$ cat src/design/fp64ri_pkg.sv
// Package for fp64_round_to_integral: field widths, constants, mode codes.
// No dependencies.
`default_nettype none
package fp64ri_pkg;
    localparam int unsigned FRAC_W = 52;
    localparam int unsigned EXP_W  = 11;
    localparam logic [EXP_W-1:0] EXP_MAX  = 11'h7FF;
    localparam logic [EXP_W-1:0] EXP_BIAS = 11'd1023;
    localparam logic [62:0] ONE_MAG = {EXP_BIAS, 52'd0};
    localparam int unsigned DEFAULT_STAGES = 3;

    typedef enum logic [2:0] {
        MODE_ZERO = 3'd0,
        MODE_UP   = 3'd1,
        MODE_DOWN = 3'd2,
        MODE_NEAR = 3'd3,
        MODE_AWAY = 3'd4
    } t_mode;
endpackage
`default_nettype wire

$ cat src/design/fp64_round_to_integral.sv
// fp64_round_to_integral: round a binary64 value to an integral binary64.
// Depends on fp64ri_pkg.
//
// Usage: input channel i_valid/o_ready carries i_value_bits and i_round_mode;
// output channel o_valid/i_ready carries o_result_bits, one result per
// input transaction, in order.
// Pipeline of three register stages: stage 1 decodes the exponent and
// builds the dead-bit mask, stage 2 forms the truncated magnitude and the
// half/below flags and the bump decision, stage 3 adds the unit and holds
// the result. One transaction is accepted every cycle while the output
// does not stall. The 63-bit add in stage 3 is the longest path.
// Reset clears all stage valid bits; no transaction is in flight after it.
// When the receiver holds i_ready low, the pipeline fills its empty slots
// and then stops with o_ready low; nothing is dropped or repeated.
`default_nettype none
module fp64_round_to_integral (
    input  wire         i_clk,
    input  wire         i_rst_n,
    input  wire         i_valid,
    output logic        o_ready,
    input  wire  [63:0] i_value_bits,
    input  wire  [2:0]  i_round_mode,
    output logic        o_valid,
    input  wire         i_ready,
    output logic [63:0] o_result_bits
);
    // stage enables: a stage advances if the next is empty or advancing
    logic r_v1, r_v2, r_v3;
    logic en1, en2, en3;
    assign en3 = !r_v3 || i_ready;
    assign en2 = !r_v2 || en3;
    assign en1 = !r_v1 || en2;
    assign o_ready = en1;
    assign o_valid = r_v3;

    always_ff @(posedge i_clk) begin
        if (!i_rst_n) begin
            r_v1 <= 1'b0;
            r_v2 <= 1'b0;
            r_v3 <= 1'b0;
        end else begin
            if (en1) r_v1 <= i_valid;
            if (en2) r_v2 <= r_v1;
            if (en3) r_v3 <= r_v2;
        end
    end

    // stage 1: classify, build dead mask
    logic [10:0] efield;
    logic [5:0]  dead;
    logic        n_pass, n_small;
    logic [51:0] n_dmask;
    always_comb begin
        efield  = i_value_bits[62:52];
        n_pass  = (efield == fp64ri_pkg::EXP_MAX) || (efield >= 11'd1075);
        n_small = efield < fp64ri_pkg::EXP_BIAS;
        dead    = 6'd52 - 6'(efield - fp64ri_pkg::EXP_BIAS);
        if (n_small || n_pass) n_dmask = '0;
        else n_dmask = 52'((64'd1 << dead) - 64'd1);
    end

    logic [63:0] r_bits1;
    logic [2:0]  r_mode1;
    logic        r_pass1, r_small1;
    logic [51:0] r_dmask1;
    always_ff @(posedge i_clk) begin
        if (en1) begin
            r_bits1  <= i_value_bits;
            r_mode1  <= i_round_mode;
            r_pass1  <= n_pass;
            r_small1 <= n_small;
            r_dmask1 <= n_dmask;
        end
    end

    // stage 2: truncate, half/below flags, bump decision
    logic [51:0] dbits, hbit, lmask;
    logic        half, below, neg, n_bump;
    logic [62:0] n_mag, n_unit;
    always_comb begin
        hbit  = r_dmask1 ^ (r_dmask1 >> 1);
        lmask = r_dmask1 >> 1;
        dbits = r_bits1[51:0] & r_dmask1;
        neg   = r_bits1[63];
        if (r_small1) begin
            half  = r_bits1[62:52] == (fp64ri_pkg::EXP_BIAS - 11'd1);
            below = half ? (r_bits1[51:0] != '0) : (r_bits1[62:0] != '0);
            n_mag = '0;
            n_unit = fp64ri_pkg::ONE_MAG;
        end else begin
            half  = (dbits & hbit) != '0;
            below = (dbits & lmask) != '0;
            n_mag = r_bits1[62:0] & ~{11'd0, r_dmask1};
            n_unit = {11'd0, hbit} << 1;
        end
        unique case (r_mode1)
            fp64ri_pkg::MODE_UP:   n_bump = !neg && (half || below);
            fp64ri_pkg::MODE_DOWN: n_bump = neg && (half || below);
            fp64ri_pkg::MODE_NEAR,
            fp64ri_pkg::MODE_AWAY: n_bump = half;
            default:               n_bump = 1'b0;
        endcase
        if (r_pass1) begin
            n_bump = 1'b0;
            n_mag  = r_bits1[62:0];
        end
    end

    logic        r_sign2, r_bump2;
    logic [62:0] r_mag2, r_unit2;
    always_ff @(posedge i_clk) begin
        if (en2) begin
            r_sign2 <= r_bits1[63];
            r_bump2 <= n_bump;
            r_mag2  <= n_mag;
            r_unit2 <= n_unit;
        end
    end

    // stage 3: apply the bump; carry ripples into the exponent
    logic [63:0] r_res3;
    always_ff @(posedge i_clk) begin
        if (en3) begin
            r_res3 <= {r_sign2, r_bump2 ? r_mag2 + r_unit2 : r_mag2};
        end
    end
    assign o_result_bits = r_res3;

    // a stalled result holds its value
    a_hold: assert property (@(posedge i_clk) disable iff (!i_rst_n)
        o_valid && !i_ready |=> $stable(o_result_bits))
        else $error("result changed under stall");
    // stalled output with full stages blocks input
    a_full: assert property (@(posedge i_clk) disable iff (!i_rst_n)
        r_v1 && r_v2 && r_v3 && !i_ready |-> !o_ready)
        else $error("input accepted into full pipeline");
    // sign is always preserved
    a_sign: assert property (@(posedge i_clk) disable iff (!i_rst_n)
        en3 && r_v2 |=> o_result_bits[63] == $past(r_sign2))
        else $error("sign lost");
endmodule
`default_nettype wire
$ cat config.mk
export PLATFORM = sky130hd
export DESIGN_NAME = fp64_round_to_integral
export DESIGN_NICKNAME = d
export VERILOG_FILES = /design/src/design/fp64ri_pkg.sv /design/src/design/fp64_round_to_integral.sv
export SDC_FILE = /design/constraint.sdc
export NUM_CORES = 1
export LEC_CHECK = 0
export ABC_CLOCK_PERIOD_IN_PS = 15250
export BUFFER_PORTS_ARGS = -buffer_cell sky130_fd_sc_hd__buf_2
export CAP_MARGIN = 20
export CORE_MARGIN = 5
export CORE_UTILIZATION = 45
export CTS_CLUSTER_DIAMETER = 30
export DETAILED_ROUTE_END_ITERATION = 10
export PLACE_DENSITY = 0.66
export SLEW_MARGIN = 25
export SYNTH_ARGS = -nofsm -noshare
export SYNTH_HDL_FRONTEND = slang
export SYNTH_SLANG_ARGS = --single-unit
export TNS_END_PERCENT = 1
$ cat constraint.sdc
create_clock -name i_clk -period 15.25 [get_ports i_clk]
set_clock_uncertainty 0.2 [all_clocks]
set_input_delay 3.05 -clock i_clk [delete_from_list [all_inputs] [get_ports i_clk]]
set_output_delay 3.05 -clock i_clk [all_outputs]
set_load 0.03 [all_outputs]
==> results of run 1 <==
## report_power, final
part / switching [uW] / internal, uW / total (uW)
Combinational: 251 / 152 / 403
Sequential: 66.4 / 1010 / 1070
Clock: 474 / 954 / 1430
## metrics by stage
step | std cells | utilization | setup WS [ps] | area (um^2)
2_1_floorplan | 1660 | - | 5770 | 17500
3_3_place_gp | 2200 | 0.478 | 8030 | 18400
3_5_place_dp | 2200 | 0.478 | 7900 | 18400
4_1_cts | 2326 | 0.537 | 8000 | 20700
5_1_grt | 2327 | 0.538 | 7970 | 20700
6_report | 2327 | 0.538 | 8050 | 20700
## logic make-up after synthesis
kind of cell               share of synthesized area
muxes                                         0.0344
buffers and inverters                         0.0372
adders and majority gates                     0.0462
DFF                                            0.523
xor gates and xnor gates                      0.0550
and+or+nand+nor                                0.146
AOI/OAI and AO/OA                              0.158
## layer usage
metal	up-vias	global-route usage
li1	6325	-
met1	6395	0.315
met2	557	0.343
met3	94	0.0434
met4	0	0.0816
met5	-	0
## registers in the layout, indices dropped and copies added (netlist names), 3 cells and up
name           flops
r_dmask1          52
o_result_bits     64
r_mag2            63
r_mode1            3
r_bits1           64
r_unit2           53
## cell type report
cell class / count / area, um^2 / area share
multi-input cells: 1193 / 7710 / 0.372
clock buffers: 80 / 1840 / 0.0888
inverters: 36 / 135 / 0.00652
clock inverters: 46 / 444 / 0.0214
repair buffers: 148 / 791 / 0.0381
flip-flops and latches: 306 / 9160 / 0.442
well taps: 518 / 648 / 0.0313
## path summary, 6_finish.rpt
check            start                end  slack, ps  cells after the start
max reg2reg  r_mag2[1]  o_result_bits[53]      11290                     11
min reg2reg  r_mag2[0]   o_result_bits[0]        210                      0
max            i_ready            o_ready       8050                      4
min          r_mag2[0]   o_result_bits[0]        210                      0
## placed cells by master (no fill, tap or decap), types with 26 or more instances in the layout
| cell type | n |
|---|---|
| a21o_1 | 29 |
| a21oi_1 | 116 |
| buf_2 | 136 |
| clkbuf_16 | 72 |
| edfxtp_1 | 303 |
| ha_1 | 63 |
| inv_1 | 34 |
| mux2_2 | 49 |
| nand2_1 | 179 |
| nand3_1 | 26 |
| nand4_1 | 37 |
| nor2_1 | 187 |
| nor4_1 | 26 |
| o21a_1 | 64 |
| o21ai_0 | 46 |
| o22ai_1 | 31 |
| xnor2_1 | 88 |
## worst reg2reg max path, stage by stage (launching register included)
cell and delay, ps:
edfxtp_1 380, ha_1 270, fa_1 420, a21o_1 240, a221oi_4 370, a22oi_1 280, a21oi_2 310, a21oi_4 140
a21oi_2 420, o31ai_2 200, xor2_1 170, mux2_2 290
==> impl_metrics.env, run 1 <==
export IMPL_dp_hpwl_um=36800
export IMPL_met2WireLength_um=22600
export IMPL_initial_utilization=0.454
export IMPL_dr_pass1_iters=6
export IMPL_met1_length_um=21900
export IMPL_fin_crit_sh=0.472
export IMPL_hold_worst_slack_ps=215
export IMPL_drive_gt1_frac=0.191
export IMPL_fp_dieW_um=207
export IMPL_post_cts_buffers=0
export IMPL_worstPathArrival_ps=3950
export IMPL_grt_max_degree=83
export IMPL_hold_buffers=0
export IMPL_synth_area_leader_cell="edfxtp_1"
export IMPL_die_area_um2=42900
export IMPL_relSlewSlack=0.297
export IMPL_syn_area_per_cell_um2=10.5
export IMPL_clock_sinks=306
export IMPL_cts_root_buf="clkbuf_16"
export IMPL_clkTransAtPathRegs_ps=40
export IMPL_grt_pass1_wl_um=75300
export IMPL_crit_slowest_cell="nor2b_1"
export IMPL_htreeDepth=3
export IMPL_status="finished clean"
export IMPL_cts_tree="done"
export IMPL_grt_pass1_vias=12749
export IMPL_min_path_type="register to register"
export IMPL_ys_types=84
export IMPL_top_layer_used="met4"
export IMPL_synth_warnings=0
export IMPL_overflow=0
export IMPL_crit_family="simple AND/OR/NAND/NOR gates"
export IMPL_leakagePower_uw=0.00840
export IMPL_endpoint_kind="output pin"
export IMPL_ant_nets=0
export IMPL_synth_most_common_cell="edfxtp_1"
export IMPL_vdd_ir_drop_max_mv=0.108
export IMPL_power_density_nw_per_um2=140
export IMPL_post_route_min_period_ps=7200
export IMPL_num_rows=72
export IMPL_drtIter0Drc=1334
export IMPL_cts_buffers_inserted=71
export IMPL_core_um2=38600
export IMPL_fill_cells=3441
export IMPL_grt_use_total=0.222
export IMPL_worst_pin_slew_ps=1050
export IMPL_critPathLaunchType="input pin"
export IMPL_antennaDiodeCount=0
export IMPL_cpPeakStageDelay_ps=450
export IMPL_ys_seq_area_frac=0.523
export IMPL_synth_top_area_share=0.520
export IMPL_vias=13371
export IMPL_synth_ff_type="edfxtp_1"
export IMPL_netlist_instances=1660
export IMPL_gp_congestion=0.924
export IMPL_path_max_fanout=5
export IMPL_critical_path_buf_inv_count=2
export IMPL_ios=137
export IMPL_async_reset_ff_frac=0
export IMPL_max_freq_mhz=139
export IMPL_drc=0
export IMPL_via_per_inst=5.75
export IMPL_p_total_uw=2900
export IMPL_numPortBuffers=136
export IMPL_rsz0062_at_grt="false"
export IMPL_wire_per_inst_um=21.3
export IMPL_insertion_delay_ps=570
export IMPL_setup_viol=0
export IMPL_finalNetCount=1891
export IMPL_crit_type="input pin to output pin"
export IMPL_synth_cells_most_frequent="303 x edfxtp_1, 187 x nor2_1, 181 x nand2_1"
export IMPL_path_cells="buf_2, nor2b_1, nand3_4, buf_2"
export IMPL_cts_buffer_depth=3
export IMPL_post_cts_resized=0
export IMPL_setup_tns_ps=0
export IMPL_antenna_found_initial=0
export IMPL_finalHoldViolCount=0
export IMPL_yosys_top_cells_area="edfxtp_1 52%, ha_1 4.5%, xnor2_1 4.4%"
export IMPL_synth_edf_count=303
export IMPL_die_y_um=207
export IMPL_area_growth_pct=18.5
export IMPL_ys_ff_latch=306
export IMPL_synthesis_area_um2=17500
export IMPL_drt_total_wl_um=49500
export IMPL_wl_met3_um=3390
export IMPL_cp_required_ps=12000
export IMPL_crit_top_cell="buf_2"
export IMPL_synth_fp_nets=1795
export IMPL_slew_viol_final=0
export IMPL_max_cap_violations=0
(Power assumes the default switching activity.)
==> inputs of run 2 (changes only) <==
ABC_CLOCK_PERIOD_IN_PS = 6000   (was 15250)
PLACE_DENSITY = 0.68   (was 0.66)
clock period = 6 ns   (was 15.25 ns; I/O delays follow)
==> run 2 against run 1 <==
Against the previous run:
- count of clock-buffer cells in the layout grew 4
- highest routed layer unchanged
- flip-flop and latch count did not move
- largest power group unchanged
- wire length grew 0.11%
- critical endpoint is now r_dmask1[42]
==> impl_metrics.env, run 2 (synthesis gave the netlist of run 1 again) <==
export IMPL_worstReg2RegStart="r_mag2[1]"
export IMPL_cts_root_buf="clkbuf_16"
export IMPL_wl_met3_um=3540
export IMPL_drtIter0Drc=1235
export IMPL_initial_utilization=0.454
export IMPL_max_freq_mhz=209
export IMPL_wire_per_inst_um=21.3
export IMPL_cts_buffers_inserted=71
export IMPL_top_layer_used="met4"
export IMPL_vdd_ir_drop_max_mv=0.337
export IMPL_core_um2=38600
export IMPL_clkTransAtPathRegs_ps=50
export IMPL_finalNetCount=1891
export IMPL_post_cts_buffers=0
export IMPL_grt_use_total=0.225
export IMPL_status="finished clean"
export IMPL_power_density_nw_per_um2=369
export IMPL_path_max_fanout=19
export IMPL_max_cap_violations=0
export IMPL_grt_pass1_vias=12889
export IMPL_min_path_type="register to register"
export IMPL_finalHoldViolCount=0
export IMPL_fill_cells=3434
export IMPL_post_route_min_period_ps=4780
export IMPL_ios=137
export IMPL_crit_type="input pin to register"
export IMPL_met1_length_um=21700
export IMPL_vias=13278
export IMPL_crit_family="simple AND/OR/NAND/NOR gates"
export IMPL_cts_tree="done"
export IMPL_relSlewSlack=0.337
export IMPL_cp_required_ps=6090
export IMPL_gp_congestion=0.929
export IMPL_via_per_inst=5.69
export IMPL_insertion_delay_ps=580
export IMPL_leakagePower_uw=0.00849
export IMPL_antennaDiodeCount=0
export IMPL_slew_viol_final=0
export IMPL_crit_top_cell="ha_1"
export IMPL_hold_buffers=0
export IMPL_post_cts_resized=0
export IMPL_drt_total_wl_um=49600
export IMPL_layout_common_cells="303 x edfxtp_1, 187 x nor2_1, 179 x nand2_1"
export IMPL_cpPeakStageDelay_ps=470
export IMPL_min_delay_start="r_sign2"
export IMPL_met2WireLength_um=23000
export IMPL_post_dp_cell_area_um2=18400
export IMPL_fp_dieW_um=207
export IMPL_htreeDepth=3
export IMPL_ant_nets=0
export IMPL_die_y_um=207
export IMPL_layoutNonFillerInstCount=2332
export IMPL_worstPathArrival_ps=4870
export IMPL_antenna_found_initial=0
export IMPL_critPathLaunchType="input pin"
export IMPL_area_growth_pct=19.6
export IMPL_p_total_uw=7720
export IMPL_worst_pin_slew_ps=985
export IMPL_grt_pass1_wl_um=76100
export IMPL_clock_sinks=306
export IMPL_final_area_um2=20900
export IMPL_rsz0062_at_grt="false"
export IMPL_cts_buffer_depth=3
export IMPL_place_inst=2201
export IMPL_layout_commonest_cell="edfxtp_1"
export IMPL_die_area_um2=42900
export IMPL_drive_gt1_frac=0.193
export IMPL_endpoint_kind="register"
export IMPL_dp_hpwl_um=36800
export IMPL_num_rows=72
export IMPL_grt_max_degree=69
export IMPL_crit_slowest_cell="nor3b_1"
export IMPL_critical_path_buf_inv_count=2
export IMPL_overflow=0
export IMPL_startpoint="i_value_bits[54]"
export IMPL_fin_crit_sh=0.797
export IMPL_drc=0
export IMPL_numPortBuffers=136
export IMPL_setup_tns_ps=0
export IMPL_path_cells="buf_2, clkinv_1, ha_1, nor3b_1, a41oi_4, nor3_1, nand3b_1, ha_1, o21ai_2, or2_1, nor2_4, a31oi_1, o22ai_1, a21oi_1, nor2_1"
export IMPL_setup_viol=0
export IMPL_dr_pass1_iters=6
==> run 2: changes by cell type in the layout (fill, tap and decap cells not counted), moves of 2 or more <==
cell / delta
clkinv_1: -4
clkinv_4: -2
inv_6: -3
bufinv_16: +8
clkbuf_1: +5
==> run 2: final timing paths <==
path         slack [ps]  cells past startpoint                end
max                1220                     15       r_dmask1[42]
min                 220                      0  o_result_bits[63]
max reg2reg        2100                     11  o_result_bits[59]
min reg2reg         220                      0  o_result_bits[63]
==> run 2: power by group <==
part | internal [uW] | switching [uW] | total [uW]
Sequential | 2560 | 170 | 2730
Clock | 2770 | 1210 | 3980
Combinational | 387 | 634 | 1020
==> run 2: per-layer routing <==
layer,up-vias,track usage
met3,84,0.0500
met5,-,0
met2,509,0.356
met4,0,0.0784
met1,6364,0.308
li1,6321,-
==> run 2: layout make-up <==
cell class / count / area, um^2 / area share
clock inverter: 47 / 661 / 0.0316
clock buffer: 84 / 1850 / 0.0882
timing repair buffer: 148 / 771 / 0.0368
tap: 518 / 648 / 0.0310
multi-input combinational: 1193 / 7710 / 0.369
sequential: 306 / 9160 / 0.437
inverter: 36 / 135 / 0.00645
==> run 2: stage by stage <==
| step | hold slack, ps | util | worst slack (ps) |
|---|---|---|---|
| 2_1_floorplan | 200 | - | 1310 |
| 3_3_place_gp | 209 | 0.478 | 856 |
| 3_5_place_dp | 208 | 0.478 | 720 |
| 4_1_cts | 215 | 0.543 | 1310 |
| 5_1_grt | 222 | 0.543 | 930 |
| 6_report | 217 | 0.543 | 1220 |
==> run 2: worst register-to-register path, delay by kind of cell (launching register included) <==
kind / cells / cell delay (ps)
AND/OR/NAND/NOR: 1 / 200
AO/OA/AOI/OAI: 8 / 2140
adder cells (fa/ha/maj): 2 / 690
flip-flops: 1 / 390
==> inputs of run 3 (changes only) <==
ABC_CLOCK_PERIOD_IN_PS = 4300   (was 6000)
clock period = 4.3 ns   (was 6 ns; I/O delays follow)
==> run 3 against run 2 <==
Against the previous run:
- clock power increased by 36%
- wire length increased by 0.74%
- total power increased by 38%
- first-iteration DRC count increased by 7.1%
- cell count increased by 0.13%
- worst hold slack about the same
- count of clock-buffer cells in the layout decreased by 2
- flip-flop and latch count unchanged
- final area about the same
- combinational power increased by 41%
- worst setup slack got worse by 710 ps
- critical path type is now register to register
- highest routed layer unchanged
==> impl_metrics.env, run 3 (synthesis gave the netlist of run 1 again) <==
export IMPL_ant_nets=0
export IMPL_fin_crit_sh=0.883
export IMPL_cts_buffer_depth=3
export IMPL_fill_cells=3390
export IMPL_crit_top_cell="o21ai_1"
export IMPL_power_share_combinational=0.135
export IMPL_finalHoldViolCount=0
export IMPL_post_cts_buffers=0
export IMPL_crit_slowest_cell="fa_1"
export IMPL_power_switching_uw=2760
export IMPL_grt_use_total=0.227
export IMPL_post_cts_resized=0
export IMPL_path_cells="ha_1, fa_1, a21o_1, a221oi_4, o2bb2ai_1, a211o_1, o211ai_1, o21ai_1, o21ai_1, and3_1, o31ai_1"
export IMPL_ios=137
export IMPL_die_area_um2=42900
export IMPL_numPortBuffers=136
export IMPL_path_max_fanout=5
export IMPL_vdd_ir_drop_max_mv=0.429
export IMPL_ff_latch_area_um2=9160
export IMPL_cp_required_ps=4390
export IMPL_cts_tree="done"
export IMPL_overflow=0
export IMPL_grt_pass1_wl_um=77200
export IMPL_p_int_uw=7910
export IMPL_hold_buffers=0
export IMPL_crit_type="register to register"
export IMPL_critPathLaunchType="register"
export IMPL_initial_utilization=0.454
export IMPL_crit_family="compound AO/OA/AOI/OAI gates"
export IMPL_setup_viol=0
export IMPL_clock_sinks=306
export IMPL_place_inst=2207
export IMPL_multiInputGateArea_um2=7710
export IMPL_p_total_uw=10700
export IMPL_p_clk_frac=0.508
export IMPL_min_path_type="register to register"
export IMPL_drive_gt1_frac=0.193
export IMPL_num_rows=72
export IMPL_critical_path_buf_inv_count=0
export IMPL_core_um2=38600
export IMPL_layoutNonFillerInstCount=2335
export IMPL_power_share_sequential=0.357
export IMPL_worst_pin_slew_ps=923
export IMPL_drc=0
export IMPL_dr_pass1_iters=6
export IMPL_die_y_um=207
export IMPL_via_per_inst=5.75
export IMPL_layout_common_cells="303 x edfxtp_1, 187 x nor2_1, 180 x nand2_1"
export IMPL_cts_buffers_inserted=72
export IMPL_wire_per_inst_um=21.4
export IMPL_htreeDepth=3
export IMPL_insertion_delay_ps=570
export IMPL_power_density_nw_per_um2=510
export IMPL_area_growth_pct=19.6
export IMPL_clkTransAtPathRegs_ps=50
export IMPL_vias=13437
export IMPL_worstPathArrival_ps=3880
export IMPL_grt_max_degree=123
export IMPL_max_cap_violations=0
export IMPL_post_route_min_period_ps=3800
export IMPL_finalNetCount=1898
export IMPL_drtIter0Drc=1323
export IMPL_leakagePower_uw=0.00851
export IMPL_endpoint_kind="register"
export IMPL_antenna_found_initial=0
export IMPL_antennaDiodeCount=0
export IMPL_swShare=0.259
export IMPL_relSlewSlack=0.379
export IMPL_max_freq_mhz=263
export IMPL_fp_dieW_um=207
export IMPL_cts_root_buf="clkbuf_16"
export IMPL_gp_congestion=0.919
export IMPL_rsz0062_at_grt="false"
export IMPL_layout_commonest_cell="edfxtp_1"
export IMPL_grt_pass1_vias=13314
export IMPL_slew_viol_final=0
export IMPL_fin_util=0.543
export IMPL_status="finished clean"
export IMPL_dp_hpwl_um=37100
export IMPL_cpPeakStageDelay_ps=430
export IMPL_drt_total_wl_um=50000
==> run 3: per-stage QoR <==
stage / hold WS (ps) / instance area (um^2) / setup TNS (ps) / setup slack [ps]
detailed placement: 215 / 18500 / 0 / 203
global placement: 202 / 18500 / 0 / 286
floorplan: 200 / 17500 / -6090 / -51.6
CTS: 219 / 20900 / 0 / 540
finish: 216 / 20900 / 0 / 504
global route: 228 / 20900 / 0 / 365
==> run 3: path summary, 6_finish.rpt <==
check,slack (ps),depth (start not counted),from,endpoint
worst max-delay path,500,11,r_mag2[1],o_result_bits[59]
worst min-delay path,220,0,r_sign2,o_result_bits[63]
worst max register to register,500,11,r_mag2[1],o_result_bits[59]
worst min register to register,220,0,r_sign2,o_result_bits[63]
==> run 3: power groups by stage <==
stage	sequential, uW	combinational, uW	clock (uW)
after global routing	3820	1570	5710
final	3810	1440	5420
after CTS	3800	1430	5520
after detailed placement	3850	1420	0
after global placement	3850	1400	0
after floorplan	3860	979	0
==> run 3: cell type report <==
class,count,area share
multi-input cells,1193,0.368
flip-flops and latches,306,0.438
well taps,518,0.0310
repair buffers,154,0.0402
clock buffers,82,0.0909
clock inverters,46,0.0253
inverters,36,0.00658
==> run 3: per-layer routing <==
metal | GRT usage | vias up | routed length (um)
li1 | - | 6319 | -
met1 | 0.310 | 6429 | 21400
met2 | 0.357 | 579 | 23200
met3 | 0.0493 | 110 | 3870
met4 | 0.0862 | 0 | 1500
met5 | 0 | - | 0
==> run 3: worst register-to-register path, stage by stage, from the launching register on <==
cell	delay, ps
edfxtp_1	380
ha_1	260
fa_1	430
a21o_1	240
a221oi_4	380
o2bb2ai_1	220
a211o_1	390
o211ai_1	270
o21ai_1	210
o21ai_1	280
and3_1	200
o31ai_1	60
